### config.mk
export PLATFORM = sky130hd
export DESIGN_NAME = handle_stack_with_removal
export DESIGN_NICKNAME = d
export VERILOG_FILES = /design/src/design/hswr_pkg.sv /design/src/design/handle_stack_with_removal.sv
export SDC_FILE = /design/constraint.sdc
export NUM_CORES = 1
export LEC_CHECK = 0
export BUFFER_PORTS_ARGS = -buffer_cell sky130_fd_sc_hd__buf_4
export CORE_MARGIN = 2
export CORE_UTILIZATION = 56
export DETAILED_ROUTE_END_ITERATION = 16
export PLACE_DENSITY = 0.76
export SYNTH_ARGS = -nofsm -noshare
export SYNTH_HDL_FRONTEND = slang
export SYNTH_SLANG_ARGS = --single-unit
### constraint.sdc
create_clock -name clk -period 5.5 [get_ports clk]
set_input_delay 0.275 -clock clk [delete_from_list [all_inputs] [get_ports clk]]
set_output_delay 0.275 -clock clk [all_outputs]
set_load 0.02 [all_outputs]
### src/design/hswr_pkg.sv
// Package for the handle stack with removal: payload structs, operation and
// status codes, and default sizes. No dependencies.
`default_nettype none

package hswr_pkg;

  // Default sizes handed to the top level
  localparam int unsigned DEPTH_DEF       = 16;
  localparam int unsigned DATA_BITS_DEF   = 32;
  localparam int unsigned HANDLE_BITS_DEF = 16;

  // Operation codes
  localparam logic [1:0] FUNC_PUSH   = 2'd0;
  localparam logic [1:0] FUNC_POP    = 2'd1;
  localparam logic [1:0] FUNC_TOP    = 2'd2;
  localparam logic [1:0] FUNC_REMOVE = 2'd3;

  // Status codes
  localparam logic [1:0] ST_OK        = 2'd0;
  localparam logic [1:0] ST_EMPTY     = 2'd1;
  localparam logic [1:0] ST_NOT_FOUND = 2'd2;
  localparam logic [1:0] ST_FULL      = 2'd3;

  typedef struct packed {
    logic [1:0]  func;
    logic [31:0] push_data;
    logic [15:0] remove_handle;
  } in_item_t;

  typedef struct packed {
    logic [1:0]  status;
    logic [15:0] new_handle;
    logic [31:0] top_data;
    logic [4:0]  entry_count;
  } out_item_t;

endpackage

`default_nettype wire

### src/design/handle_stack_with_removal.sv
// Handle stack with removal: LIFO of data words tagged with handles, with
// remove-by-handle done by a scan and close-up sequencer. Uses hswr_pkg.
//
//   channel | direction | handshake          | payload
//   --------+-----------+--------------------+--------------------
//   in_     | input     | in_valid/in_ready  | hswr_pkg::in_item_t
//   out_    | output    | out_valid/out_ready| hswr_pkg::out_item_t
//
// Push and an empty-stack error go straight to the finish state; pop and top
// query first read the top entry. Remove scans and then closes up: one
// single-port read and one handle comparator walk the stack memory one entry
// per cycle from the top, then the close-up moves one entry per cycle.
// Reset (synchronous, rst_n low) empties the stack and zeroes the handle
// counter; the memory needs no clearing. A stalled result sits in the output
// register while the next item is taken and worked on.
`default_nettype none

module handle_stack_with_removal #(
  parameter int unsigned DEPTH       = hswr_pkg::DEPTH_DEF,
  parameter int unsigned DATA_BITS   = hswr_pkg::DATA_BITS_DEF,
  parameter int unsigned HANDLE_BITS = hswr_pkg::HANDLE_BITS_DEF
) (
  input  wire logic                clk,
  input  wire logic                rst_n,
  input  wire logic                in_valid,
  output logic                     in_ready,
  input  wire hswr_pkg::in_item_t  in_data,
  output logic                     out_valid,
  input  wire logic                out_ready,
  output hswr_pkg::out_item_t      out_data
);

  localparam int unsigned IDX = (DEPTH > 1) ? $clog2(DEPTH) : 1;
  localparam int unsigned CNT = $clog2(DEPTH + 1);

  typedef struct packed {
    logic [HANDLE_BITS-1:0] handle;
    logic [DATA_BITS-1:0]   word;
  } entry_t;

  typedef enum logic [2:0] {
    S_IDLE,
    S_READ,
    S_SCAN,
    S_SHIFT,
    S_FINISH
  } state_t;

  // Stack memory: one write port, one registered read port
  entry_t mem [DEPTH];
  entry_t rd_q_r;
  logic [IDX-1:0] rd_addr;
  logic           wr_en;
  logic [IDX-1:0] wr_addr;
  entry_t         wr_data;

  always_ff @(posedge clk) begin
    if (wr_en) begin
      mem[wr_addr] <= wr_data;
    end
  end

  always_ff @(posedge clk) begin
    rd_q_r <= mem[rd_addr];
  end

  // Sequencer state and registers
  state_t                 state_r, state_nxt;
  logic [CNT-1:0]         fill_r, fill_nxt;
  logic [HANDLE_BITS-1:0] next_r, next_nxt;
  logic [HANDLE_BITS-1:0] want_r, want_nxt;
  logic [1:0]             op_r, op_nxt;
  logic [IDX-1:0]         scan_idx_r, scan_idx_nxt;
  logic [IDX-1:0]         shift_idx_r, shift_idx_nxt;
  logic [1:0]             res_status_r, res_status_nxt;
  logic [15:0]            res_handle_r, res_handle_nxt;
  logic [31:0]            res_top_r, res_top_nxt;
  logic                   out_valid_r, out_valid_nxt;
  hswr_pkg::out_item_t    out_data_r, out_data_nxt;

  logic [IDX-1:0] top_idx;
  logic           full;

  assign top_idx = IDX'(fill_r - CNT'(1));
  assign full    = (fill_r == CNT'(DEPTH));

  always_comb begin
    state_nxt      = state_r;
    fill_nxt       = fill_r;
    next_nxt       = next_r;
    want_nxt       = want_r;
    op_nxt         = op_r;
    scan_idx_nxt   = scan_idx_r;
    shift_idx_nxt  = shift_idx_r;
    res_status_nxt = res_status_r;
    res_handle_nxt = res_handle_r;
    res_top_nxt    = res_top_r;
    out_valid_nxt  = out_valid_r;
    out_data_nxt   = out_data_r;
    rd_addr        = '0;
    wr_en          = 1'b0;
    wr_addr        = '0;
    wr_data        = '0;

    // result taken downstream
    if (out_valid_r && out_ready) begin
      out_valid_nxt = 1'b0;
    end

    unique case (state_r)
      S_IDLE: begin
        if (in_valid) begin
          op_nxt         = in_data.func;
          want_nxt       = HANDLE_BITS'(in_data.remove_handle);
          res_status_nxt = hswr_pkg::ST_OK;
          res_handle_nxt = '0;
          res_top_nxt    = '0;
          if (in_data.func == hswr_pkg::FUNC_PUSH) begin
            if (full) begin
              res_status_nxt = hswr_pkg::ST_FULL;
            end else begin
              wr_en          = 1'b1;
              wr_addr        = IDX'(fill_r);
              wr_data        = '{handle: next_r, word: DATA_BITS'(in_data.push_data)};
              res_handle_nxt = 16'(next_r);
              fill_nxt       = fill_r + CNT'(1);
              next_nxt       = next_r + HANDLE_BITS'(1);
            end
            state_nxt = S_FINISH;
          end else if (fill_r == '0) begin
            res_status_nxt = hswr_pkg::ST_EMPTY;
            state_nxt      = S_FINISH;
          end else begin
            rd_addr      = top_idx;
            scan_idx_nxt = top_idx;
            state_nxt    = (in_data.func == hswr_pkg::FUNC_REMOVE) ? S_SCAN : S_READ;
          end
        end
      end

      // top entry is in the read register: pop or top query
      S_READ: begin
        if (op_r == hswr_pkg::FUNC_POP) begin
          next_nxt = rd_q_r.handle;
          fill_nxt = fill_r - CNT'(1);
        end else begin
          res_top_nxt = 32'(rd_q_r.word);
        end
        state_nxt = S_FINISH;
      end

      // compare one handle per cycle, walking down from the top
      S_SCAN: begin
        if (rd_q_r.handle == want_r) begin
          next_nxt = rd_q_r.handle;
          if (scan_idx_r == top_idx) begin
            fill_nxt  = fill_r - CNT'(1);
            state_nxt = S_FINISH;
          end else begin
            rd_addr       = scan_idx_r + IDX'(1);
            shift_idx_nxt = scan_idx_r;
            state_nxt     = S_SHIFT;
          end
        end else if (scan_idx_r == '0) begin
          res_status_nxt = hswr_pkg::ST_NOT_FOUND;
          state_nxt      = S_FINISH;
        end else begin
          rd_addr      = scan_idx_r - IDX'(1);
          scan_idx_nxt = scan_idx_r - IDX'(1);
        end
      end

      // close up: entry above the hole moves down one per cycle
      S_SHIFT: begin
        wr_en   = 1'b1;
        wr_addr = shift_idx_r;
        wr_data = rd_q_r;
        if ((CNT'(shift_idx_r) + CNT'(2)) < fill_r) begin
          rd_addr       = IDX'(CNT'(shift_idx_r) + CNT'(2));
          shift_idx_nxt = shift_idx_r + IDX'(1);
        end else begin
          fill_nxt  = fill_r - CNT'(1);
          state_nxt = S_FINISH;
        end
      end

      // load the output register once it is free
      S_FINISH: begin
        if (!out_valid_r || out_ready) begin
          out_data_nxt.status      = res_status_r;
          out_data_nxt.new_handle  = res_handle_r;
          out_data_nxt.top_data    = res_top_r;
          out_data_nxt.entry_count = 5'(fill_r);
          out_valid_nxt            = 1'b1;
          state_nxt                = S_IDLE;
        end
      end

      default: begin
        state_nxt = S_IDLE;
      end
    endcase
  end

  always_ff @(posedge clk) begin
    if (!rst_n) begin
      state_r     <= S_IDLE;
      fill_r      <= '0;
      next_r      <= '0;
      out_valid_r <= 1'b0;
    end else begin
      state_r     <= state_nxt;
      fill_r      <= fill_nxt;
      next_r      <= next_nxt;
      out_valid_r <= out_valid_nxt;
    end
    want_r       <= want_nxt;
    op_r         <= op_nxt;
    scan_idx_r   <= scan_idx_nxt;
    shift_idx_r  <= shift_idx_nxt;
    res_status_r <= res_status_nxt;
    res_handle_r <= res_handle_nxt;
    res_top_r    <= res_top_nxt;
    out_data_r   <= out_data_nxt;
  end

  assign in_ready  = (state_r == S_IDLE);
  assign out_valid = out_valid_r;
  assign out_data  = out_data_r;

endmodule

`default_nettype wire

==> out/results.txt, run 1 <==
Status - complete, no violations
ANT nets after route - 0
DRT Wirelength - 83.4 mm
RSZ-0062 raised after global routing - no
Hold_buf cts - 20
Worst R2R Path Depth - 12
Share of cells above drive strength 1 - 26.2%
Reg2reg setup slack - 810 ps
HPWL after DPL - 40.5 mm
Synth-to-Final Area Change - 14.7%
Clock latency on the worst-skew pair - 670 ps
Syn nets - 1,901
Slowest CP cell - dfxtp_1
Post-route design area - 42,500 sq um
DRC viols - 0
Die area - 68,200 sq um
Final nets - 2,074
Leakage power - 0.0141 uW
DIE HEIGHT - 261 microns
Max-Cap Viols - 0
Total power - 21,500 uW
First-pass GRT wire length - 123 mm
TNS Setup - 0 ps
I/O Buffers - 110
Seq/Total Area, Yosys - 76.9%
Initial core utilization - 56.4%
Gr usage total - 24.8%
Hold endpoint - state_r[2]
Post-CTS Setup Inserts - 0
HP Class - in -> reg
Number of synthesized register bits - 972
Via count - 18,900
Number of flops mapped to enable cells by yosys - 899
VDD IR max - 0.000451 V
Yosys warnings - 0
Synth Cell Area - 37,000 sq um
Met2 Usage GRT - 39.9%
Post-synth ARST share - 0%
Reg clk slew, reported paths - 60 ps
Hold path start - in_valid
Avg WL per Cell - 28.3 microns
Antenna cell count - 0
Top cells by area, synth - edfxtp_1, mux4_2, dfxtp_1
Period minus WS final - 4690 ps
Post-CTS resize count - 0
Synth Area per Inst - 20.2 sq um
Top cell types by occurrence after synthesis - edfxtp_1, mux4_2, a22oi_1, nand2_1, dfxtp_1
Yosys cell types - 62
Hold depth - 4
Worst endpoint data arrival time - 5220 ps
Setup CP Type - reg -> reg
Placed Area - 39,100 sq um
Ys flop type - edfxtp_1
Worst-Margin Slew - 1190 ps
Grt peak-use layer - met2
IO Count - 111
Routability cong. - 0.845
Delay of the slowest critical-path stage - 660 ps
DR pass1 iterations - 5
Met1 Use GR - 34.5%
PwrDens - 506 nW/um^2
CTS Buffer Depth - 3
Met3 usage - 5.16%
Vias in the first global route - 19,400
Setup Viol. Count Final - 0
Max Clock Freq - 213 MHz
Cells after Synth - 1,834
Slew Viols, Final - 0
FP Rows - 94
CP top delay family - simple AND/OR/NAND/NOR gates
Critical path cell sequence - inv_1 -> ha_1 -> xor2_1 -> xor2_1 -> or4_4 -> and4_1 -> nor4_4 -> buf_12 -> buf_4 -> mux4_2 -> a22oi_1 -> nand2_1
Final hold viol count - 0
Initial DRC Count - 2,338
H-Tree Depth - 3
Die Wd - 261 microns
Worst Clk Skew - 45.4 ps
Placed cell count - 2,754
GRT overflow - 0
CTS tree - done
Crit path top cell by count - xor2_1
Max transition margin - 21.0%
Post-synth top area cell - edfxtp_1
Worst-path maximum fanout - 55
Fin crit share - 85.2%
Crit path launch type - register
Crit path buf inv count - 3
CP required - 6030 ps
Core area - 65,600 sq um
CP Capture Type - register
Critical R2R Launch - fill_r[0]
Sink Count - 972
Inserted Clock Buffers - 95
Count leader, synth - edfxtp_1
Vias/cell - 6.39
CP Launch Point - fill_r[0]
Synth top area share - 72.9%
Root Buffer - clkbuf_16
Initial antenna violation count - 1
Non-Filler Instances - 2,952
RR Endpoint - rd_q_r[30]
Largest net degree at the start of global routing - 129
==> final cells by class <==
type                       count  area (sq um)
clock buffer                 130          2620
clock inverter                48           538
fill                        4157         23200
inverter                      16          60.1
multi-input combinational    749          8200
sequential                   972         28500
tap                          864          1080
timing repair buffer         173          1500
==> per-stage QoR <==
stage / worst slack, ps / hold slack, ps / utilization [%]
2_1_floorplan: 119 / 374 / -
3_3_place_gp: 942 / 400 / 59.6
3_5_place_dp: 875 / 405 / 59.6
4_1_cts: 782 / 191 / 64.7
5_1_grt: 507 / 260 / 64.7
6_report: 815 / 223 / 64.7
==> state kept, by name (all words and copies together) (netlist names) <==
| register | flops |
|---|---|
| next_r | 16 |
| res_handle_r | 16 |
| res_top_r | 32 |
| mem | 768 |
| shift_idx_r | 4 |
| fill_r | 5 |
| rd_q_r | 48 |
| state_r | 3 |
| out_valid | 1 |
| out_data | 55 |
| op_r | 2 |
| scan_idx_r | 4 |
| res_status_r | 2 |
| want_r | 16 |
==> routing by layer <==
layer	vias to the layer above	wire length [microns]	share of wire, %
met3	184	8350	10
met4	0	2430	2.9
met5	-	0	0
met2	1068	40800	49
met1	9718	31900	38
li1	7882	-	-
==> worst max-delay path by stage <==
stage / end / cells past startpoint / slack (ps)
6_report: rd_q_r[30] / 12 / 810
2_1_floorplan: mem[3][0] / 10 / 120
4_1_cts: rd_q_r[30] / 12 / 780
3_3_place_gp: rd_q_r[30] / 12 / 940
5_1_grt: rd_q_r[31] / 12 / 510
3_5_place_dp: rd_q_r[23] / 12 / 870
==> power by group <==
| part | switching [uW] | internal (uW) |
|---|---|---|
| logic | 3200 | 2390 |
| clock network | 2780 | 3740 |
| registers | 438 | 8910 |
==> cell usage in the layout, fill, tap and decap left out, types with 38 or more instances in the layout <==
| cell | n |
|---|---|
| mux4_2 | 188 |
| a22oi_1 | 80 |
| dfxtp_1 | 73 |
| a22o_1 | 50 |
| nor2_1 | 38 |
| clkbuf_16 | 96 |
| edfxtp_1 | 899 |
| nand2_1 | 74 |
| buf_4 | 141 |
| and2_1 | 44 |
==> worst reg2reg max path: stages, from the launching register on <==
cell and delay (ps):
dfxtp_1 660, inv_1 190, ha_1 290, xor2_1 270
xor2_1 130, or4_4 590, and4_1 250, nor4_4 350
buf_12 440, buf_4 470, mux4_2 570, a22oi_1 290
nand2_1 100
==> logic make-up after synthesis <==
family | Yosys count | synth area share [%]
buffers and inverters | 113 | 1.42
multiplexers | 200 | 11.8
XOR/XNOR | 35 | 0.828
flip-flops | 972 | 76.9
adder cells (fa/ha/maj) | 13 | 0.439
AO/OA/AOI/OAI | 241 | 5.12
AND/OR/NAND/NOR | 260 | 3.57
(Power assumes the default switching activity.)
==> run 2, diff against run 1 <==
Settings changed: MAX_ROUTING_LAYER set to met4, SKIP_LAST_GASP set to 1.
==> run 2 against run 1 <==
Against the previous run: via count hardly changed; design area is 0.56% higher; clock power is 6.7% higher; largest cell class unchanged.
==> out/results.txt, run 2 (synthesis gave the netlist of run 1 again) <==
RSZ-0062 raised after global routing - no (unchanged)
Gr usage total - 26.2% (was 24.8%)
Multi-input gate area in the final layout - 8200 sq um (unchanged)
Worst endpoint data arrival time - 4950 ps (was 5220 ps)
Synth-to-Final Area Change - 15.3% (was 14.7%)
Sequential fraction of design power - 42.5% (was 43.6%)
RR Endpoint - mem[13][3] (was rd_q_r[30])
DRC viols - 0 (unchanged)
Die Wd - 261 microns (unchanged)
Clock network power share - 31.7% (was 30.4%)
TNS Setup - 0 ps (unchanged)
CP required - 5750 ps (was 6030 ps)
Internal power - 15,500 uW (was 15,000 uW)
Share of cells above drive strength 1 - 26.7% (was 26.2%)
HP Class - in -> reg (unchanged)
Setup CP Type - reg -> reg (unchanged)
Final hold viol count - 0 (unchanged)
GRT overflow - 0 (unchanged)
Non-Filler Instances - 2,955 (was 2,952)
Setup Viol. Count Final - 0 (unchanged)
Routability cong. - 0.837 (was 0.845)
Commonest non-fill, non-tap cell in the layout - edfxtp_1 (unchanged)
PwrDens - 514 nW/um^2 (was 506 nW/um^2)
Leakage power - 0.0142 uW (was 0.0141 uW)
Net Switching - 6490 uW (was 6420 uW)
Largest Register - mem (unchanged)
Post-CTS resize count - 0 (unchanged)
IO Count - 111 (unchanged)
Final nets - 2,075 (was 2,074)
Critical R2R Launch - fill_r[0] (unchanged)
# fillers - 4,127 (was 4,157)
Crit path launch type - register (unchanged)
Sink Count - 972 (unchanged)
Largest net degree at the start of global routing - 74 (was 129)
Most frequent cells in the layout - edfxtp_1, mux4_2, buf_4 (unchanged)
Slew Viols, Final - 0 (unchanged)
DR pass1 iterations - 5 (unchanged)
Period minus WS final - 4710 ps (was 4690 ps)
Combinational share of power - 25.7% (was 26.1%)
Worst-Margin Slew - 1200 ps (was 1190 ps)
FP Rows - 94 (unchanged)
Worst setup path end - mem[13][3] (was rd_q_r[30])
Max reg flops - 768 (unchanged)
Initial antenna violation count - 1 (unchanged)
CTS tree - done (unchanged)
Die area - 68,200 sq um (unchanged)
Reg2reg setup slack - 790 ps (was 810 ps)
Hold path start - out_ready (was in_valid)
Vias in the first global route - 19,200 (was 19,400)
Fin crit share - 85.6% (was 85.2%)
Sw frac - 29.6% (was 29.9%)
Placed cell count - 2,756 (was 2,754)
Worst Clk Skew - 55.0 ps (was 45.4 ps)
Max Clock Freq - 212 MHz (was 213 MHz)
Clock latency on the worst-skew pair - 680 ps (was 670 ps)
VDD IR max - 0.000431 V (was 0.000451 V)
Antenna cell count - 0 (unchanged)
Vias/cell - 6.38 (was 6.39)
ANT nets after route - 0 (unchanged)
FF+latch area - 28,500 sq um (unchanged)
Avg WL per Cell - 28.8 microns (was 28.3 microns)
Max transition margin - 20.1% (was 21.0%)
Initial DRC Count - 2,253 (was 2,338)
DIE HEIGHT - 261 microns (unchanged)
I/O Buffers - 110 (unchanged)
Post-CTS Setup Inserts - 0 (unchanged)
Inserted Clock Buffers - 95 (unchanged)
Worst-path maximum fanout - 48 (was 55)
Worst R2R Path Depth - 9 (was 12)
First-pass GRT wire length - 125 mm (was 123 mm)
Root Buffer - clkbuf_16 (unchanged)
Initial core utilization - 56.4% (unchanged)
CP Capture Type - register (unchanged)
HPWL after DPL - 40.8 mm (was 40.5 mm)
CTS Buffer Depth - 3 (unchanged)
Status - complete, no violations (unchanged)
Core area - 65,600 sq um (unchanged)
H-Tree Depth - 3 (unchanged)
Reg clk slew, reported paths - 60 ps (about the same)
DRT Wirelength - 85.1 mm (was 83.4 mm)
Via count - 18,800 (was 18,900)
CP Launch Point - fill_r[0] (unchanged)
Max-Cap Viols - 0 (unchanged)
-- run 2: power by group through the flow --
| stage | sequential (uW) | combinational, uW | clock (uW) |
|---|---|---|---|
| 6_report | 9330 | 5650 | 6960 |
| 5_1_grt | 9390 | 6070 | 7310 |
| 4_1_cts | 9320 | 5690 | 7040 |
| 3_3_place_gp | 9440 | 5490 | 0 |
| 3_5_place_dp | 9460 | 5610 | 0 |
| 2_1_floorplan | 9450 | 3920 | 0 |
-- run 2: final cells by class --
cell class	instances	share of cell area, %
inverter	16	0.141
timing repair buffer	174	3.46
sequential	972	66.7
clock inverter	64	2.11
clock buffer	116	5.89
tap	864	2.53
multi-input combinational	749	19.2
-- run 2: how the worst min path moves through the flow --
stage	slack, ps	cells after the start	end
6_report	20	3	out_valid
2_1_floorplan	370	0	op_r[0]
5_1_grt	50	3	out_valid
3_3_place_gp	400	0	out_data[12]
3_5_place_dp	400	0	out_data[37]
4_1_cts	2	3	out_valid
-- run 2: layer usage --
metal  routed length (microns)  global-route usage (%)  vias to the layer above
met1                     32400                    34.6                     9735
met2                     43000                    42.5                     1026
met3                      7260                    4.23                      182
met4                      2350                    8.11                        0
li1                          -                       -                     7899
met5                         0                       -                        -
-- run 2: repair_timing --
| item | 4_1_cts | 5_1_grt |
|---|---|---|
| hold buffers | 19 | 0 |
| endpoints found under the setup margin | 0 | 0 |
| hold endpoints to repair | 20 | 0 |
-- run 2: through the flow --
stage / area, sq um / util [%] / total power, uW / hold WS (ps) / setup WS, ps
2_1_floorplan: 37000 / - / 13400 / 374 / 119
3_3_place_gp: 39100 / 59.6 / 14900 / 401 / 922
3_5_place_dp: 39100 / 59.6 / 15100 / 405 / 867
4_1_cts: 42700 / 65.1 / 22100 / 1.57 / 846
5_1_grt: 42700 / 65.1 / 22800 / 48.0 / 534
6_report: 42700 / 65.1 / 21900 / 20.7 / 792
-- run 2: critical path, cell delays in order, from the launching register on --
cell      delay [ps]
dfxtp_1          650
inv_1            200
ha_1             250
nand3_1          430
and3_2           550
buf_4            660
nand3b_1         160
o22a_1           390
nor2_4           160
buf_4            770
